`config.mk`:
```
export PLATFORM = sky130hd
export DESIGN_NAME = dbsr_popacc
export DESIGN_NICKNAME = d
export VERILOG_FILES = /design/src/rtl/dbsr_pkg.sv /design/src/rtl/dbsr_popacc.sv
export SDC_FILE = /design/constraint.sdc
export NUM_CORES = 1
export LEC_CHECK = 0
export ABC_AREA = 1
export ABC_CLOCK_PERIOD_IN_PS = 6400
export BUFFER_PORTS_ARGS = -buffer_cell sky130_fd_sc_hd__buf_2
export CAP_MARGIN = 20
export CORE_ASPECT_RATIO = 1.75
export CORE_MARGIN = 2
export CORE_UTILIZATION = 36
export DETAILED_ROUTE_END_ITERATION = 10
export PLACE_DENSITY = 0.76
export SETUP_SLACK_MARGIN = 0.1
export SLEW_MARGIN = 5
export SYNTH_ARGS = -nofsm -noshare
export SYNTH_HDL_FRONTEND = slang
export SYNTH_SLANG_ARGS = --single-unit
```
`constraint.sdc`:
```
create_clock -name vclk -period 6.4
set_clock_uncertainty 0.15 [all_clocks]
set_input_delay 0.32 -clock vclk [all_inputs]
set_output_delay 0.32 -clock vclk [all_outputs]
set_load 0.005 [all_outputs]
```
`src/rtl/dbsr_pkg.sv`:
```
// Package for the dense bitmap successor/rank block.
// Sizes, derived index widths and the group reciprocal constant.
// No dependencies.
`timescale 1ns / 1ps
package dbsr_pkg;

   localparam int WORDS      = 1024;
   localparam int GROUP_BITS = 512;

   localparam int WORD_BITS  = 64;
   localparam int POS_W      = 6;
   localparam int WPG        = (GROUP_BITS / 64) > 0 ? (GROUP_BITS / 64) : 1;
   localparam int NGROUPS    = (WORDS + WPG - 1) / WPG;

   localparam int WIDX       = $clog2(WORDS);
   localparam int GIDX       = NGROUPS > 1 ? $clog2(NGROUPS) : 1;
   localparam int CNT_W      = 17;
   localparam int PFX_W      = 16;

   // ceil(2^RECIP_SH / WPG): exact quotient for every word index below 2^12
   localparam int RECIP_SH   = 24;
   localparam int RECIP      = ((1 << RECIP_SH) + WPG - 1) / WPG;
   localparam int RECIP_W    = RECIP_SH + 1;
   localparam int PROD_W     = WIDX + RECIP_W;

   localparam logic FUNC_LOAD  = 1'b0;
   localparam logic FUNC_QUERY = 1'b1;

   typedef struct packed {
      logic [31:0] acc;
      logic [63:0] word;
      logic [63:0] mask;
   } popacc_req_type;

endpackage

```
`src/rtl/dbsr_popacc.sv`:
```
// Shared masked population count and accumulate unit.
// Depends on dbsr_pkg.
`timescale 1ns / 1ps
module dbsr_popacc (
   input  dbsr_pkg::popacc_req_type req,
   output logic [31:0]              sum
);
   import dbsr_pkg::*;

   logic [63:0] bits;
   logic [6:0]  count;

   always_comb begin
      bits  = req.word & req.mask;
      count = '0;
      for (int i = 0; i < WORD_BITS; i++) begin
         count = count + 7'(bits[i]);
      end
      sum = req.acc + 32'(count);
   end

endmodule

```
## After elaboration in Yosys (flattened, before gate mapping)

Cells that the tools add are included.

| word-level totals | value |
|---|---|
| register bits | 0 |
| bits of input ports | 160 |
| output and inout bits | 32 |
| logic and storage cells | 65 |

| cells by class | value |
|---|---|
| $add $sub $neg | 64 |
| bitwise operators | 1 |

Operator list:

| cell | number |
|---|---|
| $add 7x1->7 | 57 |
| $and 64x64->64 | 1 |
| $add 32x7->32 | 1 |
| $add 6x1->7 | 1 |
| $add 5x1->6 | 1 |
| $add 4x1->5 | 1 |
| $add 3x1->4 | 1 |
| $add 2x1->3 | 1 |
| $add 1x1->2 | 1 |

## Depth between registers and ports, before layout

| logic depth | value |
|---|---|
| word-level depth | 65 |
| depth in mapped cells | 27 |
| gate-level depth less buffers | 27 |

## Least setup slack after synthesis

Ideal clock, no wire load.

| timing | value |
|---|---|
| path type | input to output |
| from | input req[86] (netlist bit) |
| to | output sum[16] |
| data arrival time | 6.023 ns |
| data required time | 5.930 ns |
| setup slack | -0.093 ns |
| stages on the path | 26 |
| path buffers | 0 |
| cells stage by stage | nand2_1 -> inv_1 -> fa_1 -> inv_1 -> fa_1 -> inv_1 -> fa_1 -> inv_1 -> fa_1 -> fa_1 -> fa_1 -> fa_1 -> inv_1 -> fa_1 -> inv_1 -> fa_1 -> inv_1 -> fa_1 -> nand3_1 -> nand3_1 -> nand2_1 -> nand2_2 -> nand2_1 -> o21ai_0 -> nand2_1 -> nand2_1 |

| between the ends | value |
|---|---|
| word-level cells in the longest chain between the ends | 44 |

RTL lines:

| what | RTL line | source |
|---|---|---|
| start, declared | dbsr_popacc.sv:5 | `input dbsr_pkg::popacc_req_type req,` |
| $and 64x64->64 | dbsr_popacc.sv:14 | `bits = req.word & req.mask;` |
| $add 7x1->7 (42 in series) | dbsr_popacc.sv:17 | `count = count + 7'(bits[i]);` |
| $add 32x7->32 | dbsr_popacc.sv:19 | `sum = req.acc + 32'(count);` |
| end, declared | dbsr_popacc.sv:6 | `output logic [31:0] sum` |

Every way passes these cells.

## Final worst setup path

| timing | value |
|---|---|
| from | input req[90] (netlist bit) |
| to | output sum[16] |

| between the ends | value |
|---|---|
| word-level cells in the longest chain between the ends | 40 |

RTL lines:

| what | RTL line |
|---|---|
| $and 64x64->64 | dbsr_popacc.sv:14 |
| $add 7x1->7 (38 in series) | dbsr_popacc.sv:17 |
| $add 32x7->32 | dbsr_popacc.sv:19 |

Every way passes these cells.

==> impl_results.md <==
- Core area: 9090 um2
- Synth unique cells: 23
- Initial DRT Pass Iterations: 4
- WP buf/inv: 9
- Crit share post-route: 102%
- Seq/Total Area, Yosys: 0%
- Status: finished, violations left
- Initial DRC Count: 91
- Largest stage delay on the critical path: 0.54 ns
- Worst-path fanout max: 4
- F_max: 0.154 GHz
- Fin. Hold Viols: 0
- CP Capture Type: primary output
- Final net count: 967
- Pre-CTS setup slack: -0.250 ns
- Syn Std Cell Area: 3380 um2
- CP max stage cell: fa_1
- Largest net degree at the start of global routing: 6
- RSZ-0062 raised after global routing: true
- Initial antenna violation count: 0
- Max Cap Viol: 0
- Number of antenna diodes: 0
- Die Ht: 132 um
- Setup violations, final: 13
- DRT Wirelength: 9860 um
- HP Class: in2out
- Initial core utilization: 37.2%
- Row count: 46
- Final worst slack: -0.108 ns
- WL/cell: 11.7 um
- Failing checks: setup timing
- Slew Limit Fails: 0
- Post-Syn Nets: 763
- Instance count of the mapped netlist: 520
- Multi-input logic area: 3170 um2
- CP Class: in2out
- Vias per inst: 4.52
- Crit path required time: 5.93 ns
- Minimum clock period after layout: 6.51 ns
- Commonest cells after routing, fill and taps aside: buf_2 (189), nand2_1 (165), inv_1 (120), fa_1 (52), nand2_2 (26)
- Top Ports: 192
- Die area: 10200 um2
- Leading post-synthesis cells by cell area: fa_1 (33%), nand2_1 (21%), inv_1 (14%), ha_1 (10%), nand3_1 (5.2%)
- GRT overflow: 0
- Antenna viol nets, final: 0
- Vias in the first global route: 3734
- Fin Hold WS: 0.767 ns
- Normalized max-slew margin: 72.3%
- Num sequential: 0
- HPWL after DPL: 8820 um
- Most common cell after layout, fill and taps aside: buf_2
- Synth top area share: 33.1%
- Layout cells sized above 1: 40.0%
- Worst path top cell family by delay: adder cells
- Worst EP arrival: 6.04 ns
- Die width: 77.3 um
- Input/output buffers: 192
- Most frequent CP cell: fa_1
- Filler cell count: 930
- Clkbuf count: 0
- Worst-Margin Slew: 0.416 ns
- First-pass GRT wire length: 15500 um
- GP Congestion: 0.935
- Yosys Warn Count: 0
- Final setup TNS: -0.651 ns
- GRT Util Overall: 18.3%
- Register area: 0 um2
- DRC viols: 0
- P&R area growth vs syn: 44.9%
- Leading area contributor after synthesis: fa_1
- Startpoint Class: input port
- Avg Inst Size Synth: 6.51 um2
- Vias after detailed routing: 3807
-- kinds of logic after synthesis --
logic type / count (synthesis) / share of synthesized area [%]
AO/OA/AOI/OAI: 6 / 1.18
XOR/XNOR: 12 / 3.33
adder cells (fa/ha/maj): 83 / 43.1
buffers and inverters: 132 / 14.6
AND/OR/NAND/NOR: 287 / 37.7
-- through the flow --
stage | util (%) | instance area, um2 | std cells
2_1_floorplan | - | 3400 | 520
3_3_place_gp | 50.2 | 4570 | 838
3_5_place_dp | 50.2 | 4570 | 838
4_1_cts | 51.5 | 4680 | 839
5_1_grt | 53.9 | 4900 | 842
6_report | 53.9 | 4900 | 842
-- timing repair --
item	in CTS	in global routing
pin swaps	31	31
setup endpoints to repair	29	31
hold buffers	0	0
setup buffers	2	3
resized for setup	30	46
-- cell usage after synthesis, types with 3 or more instances --
| master | number |
|---|---|
| ha_1 | 27 |
| nor2_2 | 3 |
| nand3_1 | 35 |
| xor2_1 | 11 |
| nand4_1 | 6 |
| and2_1 | 3 |
| a21oi_1 | 3 |
| nor3_1 | 6 |
| nand2_2 | 13 |
| nand3b_1 | 6 |
| nor2_1 | 17 |
| inv_2 | 4 |
| nand2_1 | 189 |
| nor2_4 | 6 |
| inv_1 | 128 |
| fa_1 | 56 |
-- cell type report --
type                            count  share of cell area [%]
Multi-Input combinational cell    388                    64.7
Timing Repair Buffer              202                    22.1
Inverter                          132                    10.1
Tap cell                          120                    3.06
-- per-layer routing --
metal	vias to the layer above	GRT usage, %	part of all wire (%)
met1	1706	18.9	33
met5	-	0	0
met3	19	0.890	5.5
met4	0	5.06	2.7
met2	149	38.2	59
li1	1933	-	-
-- final timing paths --
path / start / end / slack (ns) / cells after the start
max: req[90] / sum[16] / -0.11 / 28
min: req[159] / sum[31] / 0.77 / 4
-- worst min-delay path: stages --
cell and delay, ns:
buf_2 0.09, nand2_1 0.05, nand2_1 0.04, buf_2 0.10
Power is not shown: default switching activity piles up to over one toggle a cycle in this logic, so the estimate is an artifact.
